==> src/rtl/cycle_counter_to_nanoseconds_top_macros.svh <==
// Assertion macros for the cycle counter to nanoseconds block
`ifndef CYCLE_COUNTER_TO_NANOSECONDS_TOP_MACROS_SVH
`define CYCLE_COUNTER_TO_NANOSECONDS_TOP_MACROS_SVH
`ifndef SYNTHESIS
`define CCN_ASSERT(label, clk, rst, prop) \
  label: assert property (@(posedge clk) disable iff (rst) prop) \
    else $error("%m: check failed");
`define CCN_ASSERT_NR(label, clk, prop) \
  label: assert property (@(posedge clk) prop) \
    else $error("%m: check failed");
`else
`define CCN_ASSERT(label, clk, rst, prop)
`define CCN_ASSERT_NR(label, clk, prop)
`endif
`endif

==> src/rtl/ccn_pkg.sv <==
// Shared constants and types for the cycle counter to nanoseconds block
package ccn_pkg;

  localparam int SCALE_SHIFT = 5;
  localparam int CPU_COUNT   = 32;
  localparam int CPU_AW      = (CPU_COUNT > 1) ? $clog2(CPU_COUNT) : 1;

  localparam int IN_W   = 136;
  localparam int OUT_W  = 64;
  localparam int CFG_W  = 20;
  localparam int FREQ_W = 14;
  localparam int SKEW_W = 20;
  localparam int CPU_W  = 5;

  localparam logic [63:0] NS_PER_SEC  = 64'd1000000000;
  localparam logic [63:0] HZ_PER_MHZ  = 64'd1000000;
  localparam logic [63:0] SCALE_NUM   = NS_PER_SEC << (32 - SCALE_SHIFT);
  localparam logic [FREQ_W-1:0] FREQ_RESET = 14'd1000;
  localparam logic [31:0] SCALE_RESET =
    32'(SCALE_NUM / (64'd1000 * HZ_PER_MHZ));

  localparam int DIV_STEPS = 64;
  localparam int DIV_CW    = $clog2(DIV_STEPS);

  typedef enum logic [1:0] {
    OP_TICK = 2'd0,
    OP_READ = 2'd1,
    OP_SYNC = 2'd2,
    OP_RSVD = 2'd3
  } op_t;

  localparam logic [0:0] REG_CPU_FREQ = 1'b0;
  localparam logic [0:0] REG_MAX_SKEW = 1'b1;

  typedef struct packed {
    logic busy;
    logic done;
  } div_stat_t;

endpackage

==> src/rtl/ccn_mul.sv <==
// Shared 32 by 32 multiplier with registered product
module ccn_mul
  import ccn_pkg::*;
(
  input  logic        clk,
  input  logic [31:0] a,
  input  logic [31:0] b,
  output logic [63:0] prod
);

  always_ff @(posedge clk) begin
    prod <= 64'(a) * 64'(b);
  end

endmodule

==> config.mk <==
export PLATFORM = sky130hd
export DESIGN_NAME = ccn_mul
export DESIGN_NICKNAME = d
export VERILOG_FILES = /design/src/rtl/cycle_counter_to_nanoseconds_top_macros.svh /design/src/rtl/ccn_pkg.sv /design/src/rtl/ccn_mul.sv
export SDC_FILE = /design/constraint.sdc
export NUM_CORES = 2
export LEC_CHECK = 0
export BUFFER_PORTS_ARGS = -buffer_cell sky130_fd_sc_hd__buf_4
export CORE_ASPECT_RATIO = 1.4
export CORE_MARGIN = 2
export CORE_UTILIZATION = 66
export CTS_CLUSTER_SIZE = 25
export DETAILED_ROUTE_END_ITERATION = 7
export PLACE_DENSITY = 0.84
export SYNTH_ARGS = -nofsm -noshare
export SYNTH_HDL_FRONTEND = slang
export SYNTH_SLANG_ARGS = --single-unit
==> constraint.sdc <==
create_clock -name clk -period 9.55 [get_ports clk]
set_clock_uncertainty 0.2 [all_clocks]
set_input_delay 0.955 -clock clk [delete_from_list [all_inputs] [get_ports clk]]
set_output_delay 0.955 -clock clk [all_outputs]
set_load 0.02 [all_outputs]
* Word-level counts from Yosys, hierarchy flattened
Index checks and enable logic that the tools add are counted.
** Cells by class
- Multiply operators :: 1
** Operators with widths (number)
- multiplier 32 x 32 -> 64 bit :: 1
** Storage, ports and cells
- Register bits :: 64
- Input bits :: 65
- Output and inout port bits :: 64
- Word-level logic and storage cells :: 2

* Longest topological paths before layout
- Word-level depth :: 1
- Mapped depth :: 29
- Gate-level depth less buffers :: 27

* Worst setup path after synthesis
No wires, ideal clock.
- Kind :: in2reg
- From :: input a[25]
- To :: register prod[62]
- Arrival :: 7.636 ns
- Setup slack :: 1.642 ns
- Stages on the path :: 25
- Buffers on the path :: 2
- Path through :: clkbuf_1 > nand2_1 > fa_1 > inv_1 > fa_1 > inv_1 > fa_1 > inv_1 > fa_1 > fa_1 > fa_1 > fa_1 > inv_1 > fa_1 > inv_1 > ha_1 > buf_2 > nand4_1 > or4_1 > or3_1 > a31oi_1 > a31o_2 > a211oi_1 > o21ai_1 > xor2_1
** Between the ends
- Longest elaborated chain between the ends :: 1
** RTL lines
- start: declaration :: RTL line ccn_mul.sv:6 : input logic [31:0] a,
- multiplier 32 x 32 -> 64 bit :: RTL line ccn_mul.sv:12 : prod <= 64'(a) * 64'(b);
- end signal: assignment :: RTL line ccn_mul.sv:12
- end: declaration :: RTL line ccn_mul.sv:8 : output logic [63:0] prod
No other way between the ends.

* Worst setup path after layout
- From :: input a[14]
- To :: register prod[62]
The elaborated chain is that of the path after synthesis.

==> summary.md <==
### Timing
* Tmin final: 8.70 ns
* number of pins exceeding their max-slew limit in the final report: 0
* Max-slew headroom: 0.390
* final count of negative-setup-slack endpoints: 0
* count of final hold-check violations: 0
* RSZ-0062 raised after global routing: no
* Max Freq: 115 MHz
* Worst-Margin Slew: 0.910 ns
* final worst setup slack: 0.848 ns
* total negative slack for setup checks: 0 ns
* Tcrit/Tclk final: 0.911

### Layout
* Post-Route Utilization: 0.691
* flip-flop count of the largest register, all copies and words added: 64
* number of fill cells in the layout: 3931
* final net count: 4893
* largest reg by FF count: prod
* relative area change from synthesis to final layout: 3.68%
* Regs by FF count: prod x64
* fraction of layout instances using a drive strength above 1: 0.0441

### Setup path
* arrival time of the worst setup path: 8.79 ns
* standard cell with the maximum stage delay on the critical path: fa_1
* data required time at the worst endpoint: 9.64 ns
* cells along the critical path: buf_4 > and2_1 > fa_1 > fa_1 > inv_1 > fa_1 > fa_1 > inv_1 > fa_1 > fa_1 > fa_1 > fa_1 > ha_1 > nand4_1 > or4_1 > or3_1 > a31oi_1 > a31o_2 > a211oi_1 > o21ai_1 > xor2_1
* category of the worst setup path launch point: input pin
* max incr delay on CP: 0.90 ns
* critical path's most frequent cell: fa_1
* largest fanout on the critical path: 32
* Crit. End Element: flip-flop
* class of the most critical setup path: in2reg

### Detailed routing
* DR vias/cell: 6.03
* post-detailed-route DRC marker count: 0
* via count: 26100
* DRC marker count from the first detailed-route iteration: 2124
* count of antenna-violating nets left after detailed routing: 0
* wire length per cell: 22.2 um
* WL final: 96000 um
* iteration count of the initial detailed-routing pass: 8

### CTS
* Post-CTS Setup Bufs: 0
* CTS max path bufs: 2
* number of buffers inserted for hold repair after clock tree synthesis: 0
* TritonCTS clock tree: built
* total number of H-tree levels: 3
* number of buffers created by CTS: 9
* clock root buffer: clkbuf_16
* register clock-pin slew on the reported worst setup and hold paths: 0.06 ns
* number of sinks on the clock net: 64
* post_cts resized: 0

### Floorplan
* count of pins on the block boundary: 129
* core area: 0.0520 mm^2
* effective utilization at floorplan: 0.667
* Die Area: 0.0544 mm^2
* floorplan die height: 275 um
* # rows: 99
* die span in x: 198 um

### GRT
* number of global-route vias before repair: 29700
* total global routing overflow: 0
* pin count of the biggest net entering global routing: 33
* GRT Total Usage: 0.381
* global-route wire length before repair: 155000 um
* number of antenna violations at the first check in global routing: 7

### Synthesis
* nets in the synthesized netlist: 4972
* Top FF cell, synth: dfxtp_1
* flip-flop and latch count after synthesis: 64
* Yosys Warn Count: 0
* share of Yosys cell area claimed by the top area cell type: 0.517
* Yosys top cell by area: fa_1
* most common cell in the synthesized netlist: fa_1
* synthesized area per cell: 9.25 um^2
* synth unique cells: 57
* count of mapped cells out of synthesis: 3748
* EDFF count, synth: 0
* Synth top cells by count: fa_1, inv_1, and2_1, nand2_1, ha_1
* post-synthesis sequential area ratio: 0.0369
* synthesized area: 0.0347 mm^2
* proportion of synthesized flip-flops having asynchronous set or reset: 0
* ranking of synthesized cells by area: fa_1, and2_1, ha_1

### Placement
* placer's final routability congestion estimate: 0.980
* dpl hpwl: 75600 um
* IO buf count: 128
* placement-stage worst setup slack: 0.850 ns

### Status
* result of the run: finished clean

### Min path
* path category of the worst min-delay check: in2reg

### Flow run
* MaxCap Viol Count: 0

-- logic make-up after synthesis --
group	synth area share
adder cells (fa/ha/maj)	0.612
AO/OA/AOI/OAI	0.0415
multiplexers	0.000289
AND/OR/NAND/NOR	0.176
flip-flops	0.0369
XOR/XNOR	0.0152
buffers and inverters	0.118
-- per-stage QoR --
stage / area (um^2) / hold slack (ns) / std cells
final: 36000 / 0.857 / 4335
after global routing: 35900 / 0.874 / 4332
after CTS: 35900 / 0.850 / 4330
after detailed placement: 35600 / 1.17 / 4314
after global placement: 35600 / 1.16 / 4314
after floorplan: 34700 / 0.882 / 3748
-- layout by cell type (no fill, tap or decap), types with 10 or more instances in the layout --
cell and count:
xnor2_1 35, o21ai_0 21, ha_1 263, and3_1 14, a31oi_1 12, nand4_1 23
dfxtp_1 64, nor2_1 20, a21o_1 40, and2_1 602, inv_1 865, buf_4 130
xor2_1 25, o21bai_1 10, fa_1 896, nand3_1 10, a21oi_1 63, nand2_1 480
-- cell type report --
class,instances,area (um^2),area share
clock buffer,11,243,0.00675
antenna,5,12.5,0.000348
clock inverter,5,56.3,0.00157
tap,656,821,0.0228
multi-input combinational,2599,29300,0.815
inverter,865,3250,0.0903
sequential,64,1280,0.0356
timing repair buffer,130,976,0.0271
-- worst max-delay path: cells and delay by family --
family          cells  cell delay (ns)
compound gates      4             1.07
fa+ha+maj           9             4.81
buf+inv             3             0.52
xor+xnor            1             0.14
simple gates        4             1.27
-- layer usage --
metal | routed length, um | track usage | part of all wire | up-vias
met1 | 28400 | 0.383 | 0.30 | 13300
li1 | - | - | - | 10700
met4 | 11100 | 0.347 | 0.12 | 4
met5 | 22 | 0 | 0.00023 | -
met2 | 48700 | 0.660 | 0.51 | 1507
met3 | 7850 | 0.0863 | 0.082 | 672
-- path summary, 6_finish.rpt --
check  start        to  slack (ns)  cells past startpoint
max    a[14]  prod[62]        0.85                     21
min     a[0]   prod[0]        0.86                      2
Power is left out: the tool's default activity adds up to more than one toggle a clock period on the data nets, which glitch-free logic cannot reach.
