--- src/rtl/cycle_counter_to_nanoseconds_top_macros.svh ---
// Assertion macros for the cycle counter to nanoseconds block
`ifndef CYCLE_COUNTER_TO_NANOSECONDS_TOP_MACROS_SVH
`define CYCLE_COUNTER_TO_NANOSECONDS_TOP_MACROS_SVH
`ifndef SYNTHESIS
`define CCN_ASSERT(label, clk, rst, prop) \
  label: assert property (@(posedge clk) disable iff (rst) prop) \
    else $error("%m: check failed");
`define CCN_ASSERT_NR(label, clk, prop) \
  label: assert property (@(posedge clk) prop) \
    else $error("%m: check failed");
`else
`define CCN_ASSERT(label, clk, rst, prop)
`define CCN_ASSERT_NR(label, clk, prop)
`endif
`endif

--- src/rtl/ccn_pkg.sv ---
// Shared constants and types for the cycle counter to nanoseconds block
package ccn_pkg;

  localparam int SCALE_SHIFT = 5;
  localparam int CPU_COUNT   = 32;
  localparam int CPU_AW      = (CPU_COUNT > 1) ? $clog2(CPU_COUNT) : 1;

  localparam int IN_W   = 136;
  localparam int OUT_W  = 64;
  localparam int CFG_W  = 20;
  localparam int FREQ_W = 14;
  localparam int SKEW_W = 20;
  localparam int CPU_W  = 5;

  localparam logic [63:0] NS_PER_SEC  = 64'd1000000000;
  localparam logic [63:0] HZ_PER_MHZ  = 64'd1000000;
  localparam logic [63:0] SCALE_NUM   = NS_PER_SEC << (32 - SCALE_SHIFT);
  localparam logic [FREQ_W-1:0] FREQ_RESET = 14'd1000;
  localparam logic [31:0] SCALE_RESET =
    32'(SCALE_NUM / (64'd1000 * HZ_PER_MHZ));

  localparam int DIV_STEPS = 64;
  localparam int DIV_CW    = $clog2(DIV_STEPS);

  typedef enum logic [1:0] {
    OP_TICK = 2'd0,
    OP_READ = 2'd1,
    OP_SYNC = 2'd2,
    OP_RSVD = 2'd3
  } op_t;

  localparam logic [0:0] REG_CPU_FREQ = 1'b0;
  localparam logic [0:0] REG_MAX_SKEW = 1'b1;

  typedef struct packed {
    logic busy;
    logic done;
  } div_stat_t;

endpackage

--- src/rtl/ccn_skew.sv ---
// Per-CPU skew store with valid bits and registered read
module ccn_skew
  import ccn_pkg::*;
(
  input  logic              clk,
  input  logic              rst,
  input  logic [CPU_AW-1:0] rd_addr,
  output logic [63:0]       rd_data,
  input  logic              wr_en,
  input  logic [CPU_AW-1:0] wr_addr,
  input  logic [63:0]       wr_data
);

  logic [63:0]          mem [CPU_COUNT];
  logic [CPU_COUNT-1:0] valid;
  logic [63:0]          rd_q;
  logic                 rd_valid;

  always_ff @(posedge clk) begin
    if (rst) begin
      valid    <= '0;
      rd_valid <= 1'b0;
    end else begin
      if (wr_en) begin
        valid[wr_addr] <= 1'b1;
      end
      rd_valid <= valid[rd_addr];
    end
  end

  always_ff @(posedge clk) begin
    if (wr_en) begin
      mem[wr_addr] <= wr_data;
    end
    rd_q <= mem[rd_addr];
  end

  assign rd_data = rd_valid ? rd_q : 64'd0;

endmodule

--- config.mk ---
export PLATFORM = sky130hd
export DESIGN_NAME = ccn_skew
export DESIGN_NICKNAME = d
export VERILOG_FILES = /design/src/rtl/cycle_counter_to_nanoseconds_top_macros.svh /design/src/rtl/ccn_pkg.sv /design/src/rtl/ccn_skew.sv
export SDC_FILE = /design/constraint.sdc
export NUM_CORES = 2
export LEC_CHECK = 0
export BUFFER_PORTS_ARGS = -buffer_cell sky130_fd_sc_hd__buf_4
export CORE_AREA = 4 4 478 480
export DETAILED_ROUTE_END_ITERATION = 7
export DIE_AREA = 0 0 482 484
export PLACE_DENSITY = 0.61
export SYNTH_ARGS = -nofsm -noshare
export SYNTH_HDL_FRONTEND = slang
export SYNTH_SLANG_ARGS = --single-unit
--- constraint.sdc ---
create_clock -name clk -period 4.6 [get_ports clk]
set_clock_uncertainty 0.1 [all_clocks]
set_input_delay 0.23 -clock clk [delete_from_list [all_inputs] [get_ports clk]]
set_output_delay 0.23 -clock clk [all_outputs]
set_load 0.05 [all_outputs]
# Yosys cells after proc, flatten, opt, wreduce, memory -nomap -nowiden
# Memories as Yosys holds them, arrays and structs flattened. A register that Yosys moved wholly into a read port is not among the register bits.
# Index checks and enable logic that the tools add are counted.
# Widths: inputs -> output; s select.
# totals
mem_bits_rw	2048
memories	1
register_bits	33
latch_bits	0
inputBits	77
romBits	0
output_inout_bits	64
wordCells	15
# classes
addsub	0
eq_ne	0
shifts	0
mux	7
reduce_logical	1
mul	0
n_div	0
bitwise	1
n_lt_le_gt_ge	3
# mem_list
memory	words	width	rd	rd_clocked_by_memory_dff	write_ports	line	source
mem	32	64	1	1	1	ccn_skew.sv:14	logic [63:0] mem [CPU_COUNT];
# op_table
cell	count
$mux 64	1
$or 32x32->32	1
$lt 5x6->1 const B	2
$bmux 1 s5	1
$demux 1 s5	1
$ge 5x1->1 const B	1
$mux 1	4
$logic_and 1x1->1	1

# Logic depth before layout (Yosys ltp)
# depth
word_depth	5
mapped_depth	7
mapped_depth_nobuf	4

# Worst setup path before layout
# No wires, ideal clock.
# synth_path
path_kind	input-to-reg
start	input port wr_addr[0]
end	memory mem[12][0] (enable)
setup_slack_ns	0.416
stages	3
setup_time_ns	0.488
required_ns	4.012
path_buffers	1
arrival_ns	3.596
path_cell_list	or3b_2 clkbuf_1 nor2_1
# synth_lines
element	line	source
start, declared	ccn_skew.sv:10	input logic [CPU_AW-1:0] wr_addr,
end, declared	ccn_skew.sv:14	
# Straight into the memory's write port.

# Worst setup path in the final report
# layout_path
start	register rd_valid
end	output port rd_data[62]
# layout_via
elab_chain_len	1
# layout_lines
element	line	source
start, declared	ccn_skew.sv:17	logic rd_valid;
start signal, assigned	ccn_skew.sv:27	rd_valid <= valid[rd_addr];
$mux 64	ccn_skew.sv:38	assign rd_data = rd_valid ? rd_q : 64'd0;
end, declared	ccn_skew.sv:8	output logic [63:0] rd_data,
# No other way between the ends.

==> reports/summary.md <==
Route
* 0 — Final ANT Viol Nets
* 0 — number of remaining DRC errors
* 29.0 um — routed len/inst
* 4,078 — count of routing violations after the opening detailed-route iteration
* 5.37 — vias per std cell
* 196,000 um — drt total wl
* 36,366 — vias after detailed routing
* 8 — first-pass detailed-route iteration total

Synth
* 2,145 — register bit count reported by yosys
* sky130_fd_sc_hd__edfxtp_1 — most area-hungry cell type in the Yosys netlist
* multiplexers — largest family of logic cells by synthesized area
* sky130_fd_sc_hd__edfxtp_1, sky130_fd_sc_hd__mux4_2, sky130_fd_sc_hd__dfxtp_1, sky130_fd_sc_hd__mux2_2, sky130_fd_sc_hd__and2_1 — cell types occupying the most area after synthesis
* 0.764 — top-area cell type share of the netlist area
* 80,500 um^2 — Cell Area, Synth
* 0.000606 — complex-gate fraction of the synthesized area
* 0 — fraction of synthesis flops using an asynchronous set or reset pin
* 0 — share of synthesized cell area in full adder, half adder and majority cells
* 0.190 — share of cell area taken by muxes after synthesis
* 0.0116 — area fraction in and, or, nand and nor cells after synthesis
* 2,048 — number of enable flip-flop cells after synthesis
* 25.0 um^2 — Post-Syn Area per Cell
* sky130_fd_sc_hd__edfxtp_1 — most used flip-flop cell after synthesis
* 0.788 — sequential area share after synthesis
* 3,216 — count of mapped cells out of synthesis
* 0 — YS warnings
* 26 — synth unique cells
* 3,293 — nets in the synthesized netlist
* 0 — parity-gate share of the synthesized area counting xor and xnor cells

Placed design
* 1590 ps — placement-stage worst setup slack
* 86,300 um^2 — area after detailed placement
* 6,314 — count of placed standard cells including taps
* 140 — number of buffers inserted by port buffering
* 99,200 um — DP Wirelength
* 0.709 — final estimated routing congestion in global placement

Clock network
* 2,145 — Clock Sink Count
* 67 — # hold bufs at CTS
* 0 — Resized cells post-CTS
* 830 ps — clock latency of the later-clocked register in the worst-skew pair
* 60 ps — clock slew at the register clock pins of the worst setup and hold paths
* yes — TritonCTS clock tree
* 4 — maximum level of the CTS H-tree
* 0 — setup bufs post-CTS
* 3 — deepest clock path buffer count
* sky130_fd_sc_hd__clkbuf_16 — cell chosen for the clock root
* 202 — Inserted Clock Buffers

Layout
* 0.418 — Layout Utilization
* 0.347 — share of cells above drive strength 1
* 16.5% — Layout area overhead
* 6,767 — Finished Layout Cells
* 3,670 — total number of nets in the final design
* 19,154 — Layout fillers
* 93,800 um^2 — final cell area excluding filler cells

Timing
* 0 ps — TNS Setup
* 1080 ps — actual transition at the worst max-transition pin
* 0 — number of hold violations in the final report
* 0.278 — worst slew margin relative to its limit
* false — RSZ-0062 raised after global routing
* 2860 ps — final critical-path required period
* 0 — final setup vio count
* 0.622 — crit share post-route
* 1740 ps — final worst slack
* 0 — max-slew violation count
* 0.350 GHz — Max Freq

Worst setup path
* reg -> out — Setup Crit Path Kind
* 2 — worst path buffer plus inverter count
* output pin — sort of element at the end of the critical path
* 46 — CP max FO
* sky130_fd_sc_hd__buf_4 — Most Frequent Cell on Critical Path
* 920 ps — Critical Path Max Stage Delay
* 2530 ps — critical path data arrival time
* flip-flops — cell family with most CP delay
* flop — launching element type of the critical path
* buf_4 > and2_1 > buf_4 — crit-path cells
* 4270 ps — required time of the critical path
* sky130_fd_sc_hd__dfxtp_4 — critical-path cell with the highest stage delay

Pwr
* 29.2 nW — Lkg Pwr
* 0.369 mV — IR Drop Worst-Case VDD
* 431 nW/um^2 — Power Dens Cells

Worst hold path
* in -> reg — worst hold path type

GRT
* 37,777 — via count of the first global-routing pass
* 0 — overflow left after global routing
* 24 — antenna violations before repair
* 282,000 um — wire length of the first global-routing pass
* 75 — largest net degree at the start of global routing
* 0.167 — global-route total usage across every layer

Floorplanning
* 141 — io pins
* 482 um — die width
* 224,000 um^2 — core area
* 174 — Std-Cell Rows
* 484 um — vertical die dimension
* 233,000 um^2 — die area
* 0.359 — Initial Util

Status
* finished clean — outcome

Flow run
* 0 — Max Cap Viol

[logic make-up (layout without fill, tap and decap cells)]
| logic type | Yosys count | after routing |
|---|---|---|
| other cells | 0 | 6 |
| mux | 712 | 712 |
| flops | 2145 | 2145 |
| buf+inv | 166 | 719 |
| simple gates | 187 | 187 |
| compound gates | 6 | 6 |
[cells in the final DEF, fill, tap and decap left out, types with 2 or more instances in the layout]
master and instances:
sky130_fd_sc_hd__inv_6 5, sky130_fd_sc_hd__bufinv_16 16, sky130_fd_sc_hd__dfxtp_1 96, sky130_fd_sc_hd__dlygate4sd3_1 67
sky130_fd_sc_hd__and2_1 64, sky130_fd_sc_hd__nor2_1 66, sky130_fd_sc_hd__diode_2 6, sky130_fd_sc_hd__or3b_2 4
sky130_fd_sc_hd__inv_16 2, sky130_fd_sc_hd__mux2i_1 4, sky130_fd_sc_hd__buf_12 45, sky130_fd_sc_hd__clkbuf_8 33
sky130_fd_sc_hd__clkinv_16 2, sky130_fd_sc_hd__nand3_1 3, sky130_fd_sc_hd__nor2b_1 3, sky130_fd_sc_hd__mux4_2 646
sky130_fd_sc_hd__buf_4 222, sky130_fd_sc_hd__nor3_1 2, sky130_fd_sc_hd__clkinv_8 4, sky130_fd_sc_hd__nor2_4 32
sky130_fd_sc_hd__clkinv_1 28, sky130_fd_sc_hd__nand2_1 2, sky130_fd_sc_hd__nand3b_1 7, sky130_fd_sc_hd__buf_8 4
sky130_fd_sc_hd__nor3b_1 2, sky130_fd_sc_hd__edfxtp_1 2048, sky130_fd_sc_hd__clkbuf_16 205, sky130_fd_sc_hd__mux2_2 62
sky130_fd_sc_hd__clkbuf_1 63, sky130_fd_sc_hd__clkinvlp_4 2, sky130_fd_sc_hd__clkinv_2 20, sky130_fd_sc_hd__a211o_1 2
[final cells by class]
type | instances | area (um^2) | share of cell area
antenna | 6 | 15.0 | 0.000160
clock buffer | 301 | 5820 | 0.0621
sequential | 2145 | 63400 | 0.677
clock inverter | 79 | 910 | 0.00970
tap | 2992 | 3740 | 0.0399
timing repair buffer | 339 | 3310 | 0.0353
multi-input combinational | 905 | 16500 | 0.176
[report_power, final]
group,internal (mW),switching (mW),leakage [nW]
Sequential,21.7,0.112,19.3
Clock,9.66,7.08,3.28
Combinational,0.868,0.988,6.62
[stage by stage]
step	power [mW]	hold WS (ps)
4_1_cts	40.8	2.85
3_3_place_gp	24.0	344
2_1_floorplan	23.3	229
5_1_grt	41.7	9.68
6_report	40.4	44.4
3_5_place_dp	24.0	353
[cell usage after synthesis (all sizes together), types with 2 or more instances]
library cell / n
nand2: 2
dfxtp: 97
and2: 64
mux2: 62
nor2: 98
mux4: 646
nor3b: 2
mux2i: 4
nor3: 2
edfxtp: 2048
nand3b: 7
buf: 87
a211o: 2
clkbuf: 79
or3b: 4
nor2b: 3
nand3: 3
[final timing paths]
check                                            start  cells past startpoint  slack (ps)                endpoint
worst min-delay path                        rd_addr[2]                      2          40        rd_q[35]$_DFF_P_
worst max-delay path               rd_valid$_SDFF_PP0_                      3        1740             rd_data[62]
worst max register to register    mem[6][58]$_DFFE_PP_                      3        2660        rd_q[58]$_DFF_P_
worst min register to register  valid[26]$_SDFFE_PP0P_                      2         360  valid[26]$_SDFFE_PP0P_
[registers in the layout, indices dropped and copies added (netlist names)]
name / flops
mem: 2048
rd_q: 64
valid: 32
rd_valid: 1
[metal layers]
| metal | vias up | GRT usage | wire length, um | share of wire |
|---|---|---|---|---|
| li1 | 14625 | - | - | - |
| met1 | 20090 | 0.240 | 82900 | 0.42 |
| met2 | 1340 | 0.270 | 96400 | 0.49 |
| met3 | 307 | 0.0284 | 12900 | 0.066 |
| met4 | 4 | 0.0387 | 3900 | 0.020 |
| met5 | - | 0 | 31 | 0.00016 |
Note: power is estimated with default switching activity, not from simulation.
