[src/rtl/cycle_counter_to_nanoseconds_top_macros.svh]
// Assertion macros for the cycle counter to nanoseconds block
`ifndef CYCLE_COUNTER_TO_NANOSECONDS_TOP_MACROS_SVH
`define CYCLE_COUNTER_TO_NANOSECONDS_TOP_MACROS_SVH
`ifndef SYNTHESIS
`define CCN_ASSERT(label, clk, rst, prop) \
  label: assert property (@(posedge clk) disable iff (rst) prop) \
    else $error("%m: check failed");
`define CCN_ASSERT_NR(label, clk, prop) \
  label: assert property (@(posedge clk) prop) \
    else $error("%m: check failed");
`else
`define CCN_ASSERT(label, clk, rst, prop)
`define CCN_ASSERT_NR(label, clk, prop)
`endif
`endif

[src/rtl/ccn_pkg.sv]
// Shared constants and types for the cycle counter to nanoseconds block
package ccn_pkg;

  localparam int SCALE_SHIFT = 5;
  localparam int CPU_COUNT   = 32;
  localparam int CPU_AW      = (CPU_COUNT > 1) ? $clog2(CPU_COUNT) : 1;

  localparam int IN_W   = 136;
  localparam int OUT_W  = 64;
  localparam int CFG_W  = 20;
  localparam int FREQ_W = 14;
  localparam int SKEW_W = 20;
  localparam int CPU_W  = 5;

  localparam logic [63:0] NS_PER_SEC  = 64'd1000000000;
  localparam logic [63:0] HZ_PER_MHZ  = 64'd1000000;
  localparam logic [63:0] SCALE_NUM   = NS_PER_SEC << (32 - SCALE_SHIFT);
  localparam logic [FREQ_W-1:0] FREQ_RESET = 14'd1000;
  localparam logic [31:0] SCALE_RESET =
    32'(SCALE_NUM / (64'd1000 * HZ_PER_MHZ));

  localparam int DIV_STEPS = 64;
  localparam int DIV_CW    = $clog2(DIV_STEPS);

  typedef enum logic [1:0] {
    OP_TICK = 2'd0,
    OP_READ = 2'd1,
    OP_SYNC = 2'd2,
    OP_RSVD = 2'd3
  } op_t;

  localparam logic [0:0] REG_CPU_FREQ = 1'b0;
  localparam logic [0:0] REG_MAX_SKEW = 1'b1;

  typedef struct packed {
    logic busy;
    logic done;
  } div_stat_t;

endpackage

[src/rtl/ccn_div.sv]
// Iterative restoring divider, one quotient bit per cycle
module ccn_div
  import ccn_pkg::*;
(
  input  logic        clk,
  input  logic        rst,
  input  logic        start,
  input  logic [63:0] dividend,
  input  logic [63:0] divisor,
  output logic [63:0] quotient,
  output div_stat_t   stat
);

  logic [63:0]       dvd;
  logic [63:0]       rem;
  logic [63:0]       dsr;
  logic [DIV_CW-1:0] cnt;
  logic              busy;
  logic              done;
  logic [64:0]       shifted;
  logic [64:0]       trial;

  assign shifted = {rem, dvd[63]};
  assign trial   = shifted - {1'b0, dsr};

  always_ff @(posedge clk) begin
    if (rst) begin
      busy <= 1'b0;
      done <= 1'b0;
      cnt  <= '0;
    end else begin
      done <= 1'b0;
      if (start) begin
        busy <= 1'b1;
        cnt  <= '0;
      end else if (busy) begin
        cnt <= cnt + 1'b1;
        if (cnt == DIV_CW'(DIV_STEPS - 1)) begin
          busy <= 1'b0;
          done <= 1'b1;
        end
      end
    end
  end

  always_ff @(posedge clk) begin
    if (start) begin
      dvd <= dividend;
      rem <= '0;
      dsr <= divisor;
    end else if (busy) begin
      if (!trial[64]) begin
        rem <= trial[63:0];
        dvd <= {dvd[62:0], 1'b1};
      end else begin
        rem <= shifted[63:0];
        dvd <= {dvd[62:0], 1'b0};
      end
    end
  end

  assign quotient  = dvd;
  assign stat.busy = busy;
  assign stat.done = done;

endmodule

[config.mk]
export PLATFORM = sky130hd
export DESIGN_NAME = ccn_div
export DESIGN_NICKNAME = d
export VERILOG_FILES = /design/src/rtl/cycle_counter_to_nanoseconds_top_macros.svh /design/src/rtl/ccn_pkg.sv /design/src/rtl/ccn_div.sv
export SDC_FILE = /design/constraint.sdc
export NUM_CORES = 1
export LEC_CHECK = 0
export BUFFER_PORTS_ARGS = -buffer_cell sky130_fd_sc_hd__buf_2
export CAP_MARGIN = 20
export CELL_PAD_IN_SITES_DETAIL_PLACEMENT = 0
export CELL_PAD_IN_SITES_GLOBAL_PLACEMENT = 1
export CORE_MARGIN = 3
export CORE_UTILIZATION = 40
export DETAILED_ROUTE_END_ITERATION = 8
export PLACE_DENSITY = 0.87
export SETUP_SLACK_MARGIN = 0.5
export SYNTH_ARGS = -nofsm -noshare
export SYNTH_HDL_FRONTEND = slang
export SYNTH_SLANG_ARGS = --single-unit
[constraint.sdc]
create_clock -name clk -period 5.45 [get_ports clk]
set_input_delay 0.2725 -clock clk [delete_from_list [all_inputs] [get_ports clk]]
set_output_delay 0.2725 -clock clk [all_outputs]
set_load 0.005 [all_outputs]
* After elaboration in Yosys (flattened, before gate mapping)
Index checks and enable logic that the tools add are counted.
** Storage, ports and cells
- Output and inout port bits :: 66
- Word-level logic and storage cells :: 21
- Register bits :: 200
- Bits of input ports :: 131
** Cells by class
- Bitwise operators :: 1
- Equality and inequality tests :: 1
- Reductions and logical operators :: 3
- Muxes and demuxes :: 8
- $add $sub $neg :: 2
** Operators with widths (number)
- $mux W64 :: 3
- $sub A65 B64 Y65 :: 1
- $add A6 B1 Y6 const B :: 1
- $eq A6 B6 Y1 const B :: 1
- $mux W1 :: 5
- $reduce_or A3 Y1 :: 1
- $reduce_bool A2 Y1 :: 1
- $reduce_or A2 Y1 :: 1
- $not A1 Y1 :: 1

* Depth between registers and ports, before layout
Gate-level depths: netlist (run 1).
- Depth after elaboration :: 4
- Gate-level depth with buffers :: 15
- Gate-level depth less buffers :: 13

* Worst setup path before layout (run 1)
OpenSTA, ideal clock, no wires.
- Kind :: reg2reg
- Start :: register dvd[63], in the netlist quotient[63]
- End :: register rem[62]
- Library setup time :: 0.130 ns
- Setup slack :: 2.287 ns
- Data required time :: 5.320 ns
- Data arrival time :: 3.033 ns
- Path buffers :: 2
- Cell stages (with the launch flop) :: 16
- Clock period less this slack :: 3.163 ns
- Cells stage by stage :: edfxtp_1 -> inv_1 -> ha_1 -> fa_1 -> nand2b_1 -> a21oi_1 -> o211ai_1 -> o41ai_2 -> o211ai_1 -> a211o_1 -> nand3_1 -> nand2_1 -> buf_4 -> buf_6 -> a31oi_1 -> o22ai_2
** Between the ends
- Cells in the longest elaborated chain, start to end :: 2
** RTL lines
- start, declared :: RTL line ccn_div.sv:14 : logic [63:0] dvd;
- start signal, assigned :: RTL line ccn_div.sv:48 : dvd <= dividend;
- start signal, assigned :: RTL line ccn_div.sv:54 : dvd <= {dvd[62:0], 1'b1};
- start signal, assigned :: RTL line ccn_div.sv:57 : dvd <= {dvd[62:0], 1'b0};
- $sub A65 B64 Y65 :: RTL line ccn_div.sv:24 : assign trial = shifted - {1'b0, dsr};
- $mux W64 :: RTL line ccn_div.sv:52 : if (!trial[64]) begin
- end signal, assigned :: RTL line ccn_div.sv:53 : rem <= trial[63:0];
- end signal, assigned :: RTL line ccn_div.sv:56 : rem <= shifted[63:0];
- end, declared :: RTL line ccn_div.sv:15 : logic [63:0] rem;
Every way passes these cells.
A chain may end at the register's enable or synchronous reset.

* Final worst setup path (run 1)
- Start :: register dvd[63], in the netlist quotient[63]
- End :: register rem[23]
The elaborated chain is that of the path after synthesis.

==> results of run 1 <==
## path summary, 6_finish.rpt
kind / to / slack (ps) / cells after the start
hold reg to reg: rem[28] / 490 / 2
hold / removal: dsr[60] / 10 / 1
setup / recovery: rem[23] / 1130 / 14
setup reg to reg: rem[23] / 1130 / 14
## power by group through the flow
stage                     registers, mW  logic, mW  clock network (mW)
after global placement             1.87      0.987                   0
after detailed placement           1.87      0.994                   0
after global routing               1.86       1.15                1.40
final                              1.84       1.04                1.31
after floorplan                    1.85      0.705                   0
after CTS                          1.84       1.03                1.34
## synth_stat cells (all sizes together), types with 18 or more instances
cell type,instances,area [µm²]
nand3,28,145
a21o,25,188
edfxtp,128,3840
nand4,21,131
dfxtp,72,1440
xor2,30,263
mux2,63,709
xnor2,29,254
buf,33,183
nand2,162,608
inv,80,300
a21oi,89,453
nor3,18,100
clkbuf,42,160
nor2,92,353
ha,65,813
o21ai,53,265
a311oi,41,359
## cells by family after synthesis
group,count (synthesis),share of synthesized area (%)
muxes,73,6.74
AOI/OAI and AO/OA,324,18.5
DFF,200,44.0
adders and majority gates,66,6.94
and+or+nand+nor,375,14.2
xor gates and xnor gates,59,4.30
buffers and inverters,155,5.35
## layer usage
metal | track usage (%) | vias to the layer above | wire length, µm
met1 | 27.3 | 4809 | 14600
met5 | 0 | - | 0
met4 | 5.67 | 0 | 520
met2 | 33.1 | 333 | 15300
met3 | 5.06 | 31 | 2180
li1 | - | 5000 | -
## stage by stage
step                      area, µm²  total power, mW  instances  hold WS (ps)
final                         14400             4.19       1858          14.1
after global routing          14400             4.41       1858          2.94
after CTS                     14400             4.22       1858          6.02
after detailed placement      13200             2.87       1767           438
after global placement        13200             2.86       1767           437
after floorplan               12000             2.56       1252           345
## flip-flops by register name (all words and copies together), names as in the netlist
signal and count:
dsr 64, quotient 64, rem 64, cnt 6, busy 1, done 1
## area by class of cell
cell class | count | area share, %
Clock inverter | 14 | 1.25
Tap cell | 384 | 3.33
Sequential cell | 200 | 36.7
Multi-Input combinational cell | 897 | 42.2
Timing Repair Buffer | 265 | 11.5
Inverter | 80 | 2.08
Clock buffer | 18 | 2.98
## critical path, cell delays in order, from the launching register on
cell and delay [ps]:
edfxtp_1 380, inv_1 60, ha_1 220, fa_1 400
nand2b_1 180, a21oi_1 270, o211ai_1 210, o41ai_2 330
o211ai_1 210, a211oi_2 320, o21ai_1 140, nand2_1 710
buf_4 400, nand2_1 100, a311oi_1 280
==> results.yml, run 1 <==
detailed_routing:
  drt_first_iter_violations: 660
  drt_drc_violations_left: 0
  overall_routed_net_length_um: 32600
  avgRoutedWirePerCell_um: 17.6
  drtAntennaViolNets: 0
  vias_after_detailed_routing: 10173
  drtPass1Iterations: 5
  viasPerCell: 5.48
grt:
  global_route_wire_length_before_repair_um: 51900
  grt_overflow_total: 0
  antenna_found_initial: 0
  grt_use_total_pct: 20.5
  grt_start_max_net_pins: 73
  first_global_vias: 9819
power:
  switchingPower_mw: 1.37
  leakage_nw: 5.92
  clock_power_share_pct: 31.2
  power_density_mw_per_mm2: 290
  p_int_mw: 2.82
  power.share.switching_pct: 32.7
  reg_power_share_pct: 44.0
  worst_ir_drop_on_vdd_uv: 227
  combPwrFrac_pct: 24.8
timing:
  final.setup_skew_ps: 20.5
  finalCriticalPeriod_ps: 4320
  fin_tns_setup_ps: 0
  fmaxAchievable_mhz: 232
  finalSetupViolCount: 0
  max-slew-margin-rel_pct: 38.2
  postLayoutSetupSlackWorst_ps: 1130
  setup_repair_after_global_routing_missed_its_margin: "false"
  post-route-period-util_pct: 79.2
  finalMaxSlewViolations: 0
  tightest_pin_transition_ps: 925
  hold_violations: 0
cells_and_area:
  commonest_cells_after_routing_fill_and_taps_aside: "buf_2 (195), nand2_1 (162), edfxtp_1 (128)"
  finish.utilization_pct: 49.4
  syn_to_final_growth_pct: 20.0
  drive_gt1_share_pct: 21.8
  num_antenna_cells: 0
  final_nets: 1658
  seq_cell_area_mm2: 0.00529
  multi_input_area_mm2: 0.00608
  most_common_cell_after_layout_fill_and_taps_aside: "buf_2"
  n_fill_cell: 2786
logic_synthesis:
  synth-seq-cells: 200
  yosysSeqAreaShare_pct: 44.0
  syn-num-nets: 1449
  synth-edff-count: 128
  yosys_warnings: 0
  ys_dominant_reg_cell: "edfxtp_1"
  synthCells: 1252
  post_synth_instance_area_mm2: 0.0120
  synth_cell_types: 76
  synthArstFlopShare_pct: 0
  synthesis.area_per_instance_um2: 9.59
floorplanning:
  floorplan.die.width_um: 179
  initial_utilization_pct: 41.2
  design.die.area_mm2: 0.0321
  placement_rows: 62
  io_pins: 197
  floorplan.die.height_um: 179
  fp.coreArea_mm2: 0.0292
worst_setup_path:
  critical_path.reg2reg.startpoint: "quotient[63]"
  critical_path.endpoint_type: "register"
  worst_setup_path_startpoint: "quotient[63]"
  worst_ep_arrival_time_ps: 4660
  required_time_of_the_worst_setup_path_ps: 5800
  startpoint_type: "register"
  timing.critical_path.fanout_max: 22
  category_of_the_most_critical_setup_path: "reg2reg"
cts:
  cts_root_buffer: "clkbuf_16"
  holdBufCountCts: 59
  clkTransAtPathRegs_ps: 90
  cts_max_path_buffers: 2
  cts.repair_timing.setup_buffer_count: 0
  post_cts_resize_count: 0
  cts_max_level: 4
  clock-sinks: 200
  cts_tree: "built"
  cts-buffers-inserted: 17
  clock_latency_late_sink_ps: 460
status:
  outcome: "finished clean"
min_path:
  min-delay-start: "divisor[60]"
  min-delay-path-class: "in2reg"
place:
  buffer_ports.inserted: 196
  pre_cts_slack_ps: 1170
  post-dp-hpwl_um: 23900
  final_replace_weighted_congestion: 0.936
job:
  max_cap_viol_count: 0
Note: power is estimated with default switching activity, not from simulation.
==> run 2, diff against run 1 <==
==> constraint.sdc (replaced) <==
create_clock -name clk -period 4 [get_ports clk]
set_input_delay 0.2 -clock clk [delete_from_list [all_inputs] [get_ports clk]]
set_output_delay 0.2 -clock clk [all_outputs]
set_load 0.005 [all_outputs]
==> results.yml, run 2 (synthesized netlist as in run 1, its figures left out) <==
place:
  final_replace_weighted_congestion: 0.896
  placed_cells_incl_taps: 1773
  pre_cts_slack_ps: 39.8
  placed_area_mm2: 0.0133
  post-dp-hpwl_um: 24300
  buffer_ports.inserted: 196
timing:
  postLayoutSetupSlackWorst_ps: 562
  finalMaxSlewViolations: 0
  post-route-period-util_pct: 85.9
  hold_violations: 0
  fmaxAchievable_mhz: 291
  finalCriticalPeriod_ps: 3440
  final.setup_skew_ps: 21.6
  max-slew-margin-rel_pct: 26.7
  worst_hold_slack_ps: 38.6
  setup_repair_after_global_routing_missed_its_margin: "true"
  fin_tns_setup_ps: 0
  tightest_pin_transition_ps: 1100
  finalSetupViolCount: 0
cts:
  cts_tree: "built"
  clkTransAtPathRegs_ps: 90
  cts_max_path_buffers: 2
  cts-buffers-inserted: 17
  cts_max_level: 4
  cts_root_buffer: "clkbuf_16"
  clock-sinks: 200
  clock_latency_late_sink_ps: 460
floorplanning:
  design.die.area_mm2: 0.0321
  io_pins: 197
  placement_rows: 62
  floorplan.die.height_um: 179
  fp.coreArea_mm2: 0.0292
  floorplan.die.width_um: 179
  initial_utilization_pct: 41.2
worst_setup_path:
  required_time_of_the_worst_setup_path_ps: 4360
  worst_ep_arrival_time_ps: 3800
  startpoint_type: "register"
  crit_path_depth: 15
  family_of_cells_with_the_greatest_summed_delay_on_the_critical_path: "compound AO/OA/AOI/OAI gates"
  critical_path.endpoint_type: "register"
  rr_worst_depth: 15
  cp.buffers_inverters: 3
  timing.critical_path.fanout_max: 3
  max_stage_delay_ps: 380
  critical_path.cell_chain: "ha_2 -> fa_2 -> nand2b_4 -> a21oi_4 -> o211ai_1 -> o41ai_2 -> o211ai_1 -> a211o_1 -> a21oi_4 -> nor2_4 -> buf_12 -> buf_6 -> buf_6 -> mux2i_1 -> a2111oi_2"
  category_of_the_most_critical_setup_path: "reg2reg"
  timing.critical_path.slowest_stage_cell: "edfxtp_1"
cells_and_area:
  most_common_cell_after_layout_fill_and_taps_aside: "buf_2"
  drive_gt1_share_pct: 26.5
  stdcell_count: 1901
  final_nets: 1700
  n_fill_cell: 2709
  commonest_cells_after_routing_fill_and_taps_aside: "buf_2 (195), nand2_1 (148), edfxtp_1 (128)"
  syn_to_final_growth_pct: 26.2
  final_cell_area_mm2: 0.0152
grt:
  antenna_found_initial: 0
  first_global_vias: 10362
  grt_start_max_net_pins: 106
  grt_overflow_total: 0
  grt_use_total_pct: 21.7
  global_route_wire_length_before_repair_um: 54800
status:
  outcome: "finished clean"
power:
  leakage_nw: 6.21
  power_density_mw_per_mm2: 389
  worst_ir_drop_on_vdd_uv: 302
detailed_routing:
  overall_routed_net_length_um: 34300
  drt_drc_violations_left: 0
  viasPerCell: 5.52
  avgRoutedWirePerCell_um: 18.1
  vias_after_detailed_routing: 10493
  drt_first_iter_violations: 747
  drtAntennaViolNets: 0
  drtPass1Iterations: 5
min_path:
  whs_path_depth: 2
  min-delay-path-class: "in2reg"
job:
  max_cap_viol_count: 0
==> run 2: changes by cell type in the layout (fill, tap and decap cells not counted), sizes merged <==
cell	before	now
clkinv	8	7
clkinvlp	0	1
dlygate4sd3	59	65
diode	0	1
buf	206	241
bufbuf	0	1
==> run 2: timing repair <==
item,in CTS,in global routing
gates cloned,4,0
resized for setup,49,25
endpoints found under the hold margin,65,0
endpoints found under the setup margin,62,65
buffers inserted,18,8
hold buffers,65,0
pin swaps,32,18
==> run 2: final cells by class <==
| cell class | count | area, µm² | share of cell area (%) |
|---|---|---|---|
| clock buffer | 18 | 429 | 2.83 |
| inverter | 80 | 300 | 1.98 |
| sequential | 200 | 5290 | 34.9 |
| tap | 384 | 480 | 3.17 |
| multi-input combinational | 897 | 6330 | 41.7 |
| clock inverter | 14 | 174 | 1.15 |
| antenna | 1 | 2.50 | 0.0165 |
| timing repair buffer | 307 | 2160 | 14.2 |
==> run 2: worst paths after layout <==
check                             startpoint            to  slack (ps)
worst max-delay path                  dsr[0]       rem[61]         560
worst min register to register       rem[17]       rem[17]         480
worst min-delay path            dividend[59]  quotient[59]          40
worst max register to register        dsr[0]       rem[61]         560
==> run 2: routing by layer <==
metal / track usage (%) / vias up / share of wire (%)
met2: 35.4 / 385 / 46
met1: 28.1 / 4978 / 43
met4: 7.70 / 0 / 2.9
met3: 5.15 / 52 / 7.6
li1: - / 5078 / -
met5: 0 / - / 0
==> run 2: report_power, final <==
part	internal (mW)	total, mW	switching, mW	leakage (nW)
sequential	2.40	2.50	0.108	1.86
combinational	0.708	1.61	0.902	4.06
clock	0.850	1.78	0.934	0.288
total	3.95	5.90	1.94	6.21
==> run 2: through the flow <==
step	power, mW	utilization [%]
after floorplan	3.48	-
after global placement	3.91	45.5
after detailed placement	3.93	45.5
after CTS	5.90	51.4
after global routing	6.19	52.0
final	5.90	52.0
==> run 3, diff against run 2 <==
--- a/config.mk
+++ b/config.mk
@@ -5,14 +5,14 @@
 export SDC_FILE = /design/constraint.sdc
 export NUM_CORES = 1
 export LEC_CHECK = 0
+export ABC_AREA = 1
 export BUFFER_PORTS_ARGS = -buffer_cell sky130_fd_sc_hd__buf_2
-export CAP_MARGIN = 20
 export CELL_PAD_IN_SITES_DETAIL_PLACEMENT = 0
 export CELL_PAD_IN_SITES_GLOBAL_PLACEMENT = 1
 export CORE_MARGIN = 3
 export CORE_UTILIZATION = 40
 export DETAILED_ROUTE_END_ITERATION = 8
-export PLACE_DENSITY = 0.87
+export PLACE_DENSITY = 0.91
 export SETUP_SLACK_MARGIN = 0.5
 export SYNTH_ARGS = -nofsm -noshare
 export SYNTH_HDL_FRONTEND = slang
==> results.yml, run 3 <==
place:
  final_replace_weighted_congestion: 0.944
  pre_cts_slack_ps: 821
  placed_area_mm2: 0.0160
  buffer_ports.inserted: 196
  post-dp-hpwl_um: 35000
detailed_routing:
  avgRoutedWirePerCell_um: 14.7
  viasPerCell: 4.63
  drtAntennaViolNets: 0
  drtPass1Iterations: 7
  overall_routed_net_length_um: 44800
  vias_after_detailed_routing: 14097
  drt_drc_violations_left: 0
  drt_first_iter_violations: 791
logic_synthesis:
  synth_cell_types: 39
  ys_dominant_reg_cell: "edfxtp_1"
  synth-seq-cells: 200
  synth-edff-count: 128
  yosys_warnings: 0
  synth_largest_type_area_fraction_pct: 27.0
  synthTopCellsByArea: "nand2_1 (27%), edfxtp_1 (26%), inv_1 (12%)"
  post-synth-top-count-cell: "nand2_1"
  post_synth_most_frequent_cells: "nand2_1 (1055), inv_1 (487), edfxtp_1 (128)"
  synthArstFlopShare_pct: 0
  post_synth_instance_area_mm2: 0.0147
  synthCells: 2297
  synth_top_cell_by_area: "nand2_1"
  synthesis.area_per_instance_um2: 6.39
  syn-num-nets: 2494
  yosysSeqAreaShare_pct: 36.0
worst_setup_path:
  rr_worst_depth: 20
  required_time_of_the_worst_setup_path_ps: 4350
  rr_endpoint: "rem[30]"
  rrSetupSlack_ps: 1020
  timing.critical_path.slowest_stage_cell: "fa_1"
  timing.critical_path.fanout_max: 63
  max_stage_delay_ps: 410
  critical_path.reg2reg.startpoint: "quotient[63]"
  startpoint_type: "register"
  category_of_the_most_critical_setup_path: "reg2reg"
  family_of_cells_with_the_greatest_summed_delay_on_the_critical_path: "simple AND/OR/NAND/NOR gates"
  worst_ep_arrival_time_ps: 3330
  critical_path.endpoint_type: "register"
  cp.buffers_inverters: 3
  cp_common_cell: "nand2_2"
  critical_path.cell_chain: "inv_1 -> ha_1 -> fa_1 -> inv_1 -> nand2_1 -> nand2_1 -> nand3_1 -> nand2_2 -> nand2_2 -> nand2_2 -> nand2_1 -> nand2_2 -> nand2_2 -> nand2_2 -> nand2_1 -> nand2_2 -> buf_12 -> nand2_1 -> nand3_2 -> nand2_1"
timing:
  final.setup_skew_ps: 19.8
  tightest_pin_transition_ps: 1100
  setup_repair_after_global_routing_missed_its_margin: "false"
  post-route-period-util_pct: 74.5
  hold_violations: 0
  postLayoutSetupSlackWorst_ps: 1020
  max-slew-margin-rel_pct: 26.7
  fin_tns_setup_ps: 0
  fmaxAchievable_mhz: 336
  finalMaxSlewViolations: 0
  finalCriticalPeriod_ps: 2980
  finalSetupViolCount: 0
floorplanning:
  io_pins: 197
  placement_rows: 69
  design.die.area_mm2: 0.0390
  floorplan.die.width_um: 198
  floorplan.die.height_um: 198
  fp.coreArea_mm2: 0.0358
  initial_utilization_pct: 41.0
min_path:
  min-delay-start: "dividend[6]"
  whs_path_depth: 3
  min-delay-path-class: "in2reg"
  worstHoldEndpoint: "quotient[6]"
power:
  power_density_mw_per_mm2: 275
  report.power.total_mw: 4.83
  leakage_nw: 9.91
  worst_ir_drop_on_vdd_uv: 351
cells_and_area:
  finish.utilization_pct: 49.1
  seq_cell_area_mm2: 0.00529
  commonest_cells_after_routing_fill_and_taps_aside: "nand2_1 (1055), inv_1 (486), buf_2 (195)"
  drive_gt1_share_pct: 12.6
  n_fill_cell: 3670
  syn_to_final_growth_pct: 19.8
  num_antenna_cells: 0
  final_cell_area_mm2: 0.0176
  final_nets: 2771
  multi_input_area_mm2: 0.00720
  most_common_cell_after_layout_fill_and_taps_aside: "nand2_1"
cts:
  cts_tree: "built"
  clock_latency_late_sink_ps: 460
  clkTransAtPathRegs_ps: 90
  cts-buffers-inserted: 17
  clock-sinks: 200
  cts_max_path_buffers: 2
  cts_max_level: 4
  cts_root_buffer: "clkbuf_16"
  cts.repair_timing.setup_buffer_count: 0
grt:
  first_global_vias: 13696
  global_route_wire_length_before_repair_um: 71300
  antenna_found_initial: 0
  grt_use_total_pct: 23.1
  grt_overflow_total: 0
  grt_start_max_net_pins: 84
status:
  outcome: "finished clean"
job:
  max_cap_viol_count: 0
## run 3: how the worst max path moves through the flow
stage	start	end	slack [ps]	cells after the start
after floorplan	busy	quotient[0]	1430	4
after global placement	quotient[63]	rem[39]	970	19
after global routing	quotient[63]	rem[8]	750	19
after detailed placement	quotient[63]	rem[7]	820	19
final	quotient[63]	rem[30]	1020	20
after CTS	quotient[63]	rem[7]	820	19
## run 3: power by group
group	switching [mW]	leakage [nW]	internal [mW]
Combinational	0.424	7.76	0.290
Sequential	0.0606	1.86	2.34
Clock	0.862	0.281	0.857
Total	1.35	9.91	3.49
## run 3: cells by family after synthesis
kind of cell             Yosys count  share of synthesized area (%)
AO/OA/AOI/OAI                     66                           2.36
adder cells (fa/ha/maj)           66                           5.68
XOR/XNOR                          31                           1.85
AND/OR/NAND/NOR                 1380                           39.0
flip-flops                       200                           36.0
buffers and inverters            554                           15.1
## run 3: final cells by class
cell class | count | share of cell area, %
inverters | 510 | 10.9
clock buffers | 21 | 2.62
well taps | 461 | 3.28
clock inverters | 11 | 0.583
flip-flops and latches | 200 | 30.1
repair buffers | 302 | 11.6
multi-input cells | 1543 | 41.0
## run 3: repair_timing
action	4_1_cts	5_1_grt
resized for setup	0	1
endpoints found under the hold margin	100	0
setup endpoints to repair	0	1
hold buffers	100	0
## run 3: per-stage QoR
step                      cells  hold slack, ps
after detailed placement   2916             372
final                      3048            20.3
after floorplan            2297             269
after CTS                  3048          0.0288
after global placement     2916             367
after global routing       3048            9.14
## run 3: worst min-delay path, stage by stage
cell	delay, ps
buf_2	80
nand2_1	50
nand2_1	60
## run 3: metal layers
layer / vias up / global-route usage, % / wire length, µm
met2: 391 / 38.9 / 20500
met4: 0 / 5.79 / 941
met5: - / 0 / 0
met3: 36 / 4.26 / 2410
li1: 7378 / - / -
met1: 6292 / 31.0 / 20900
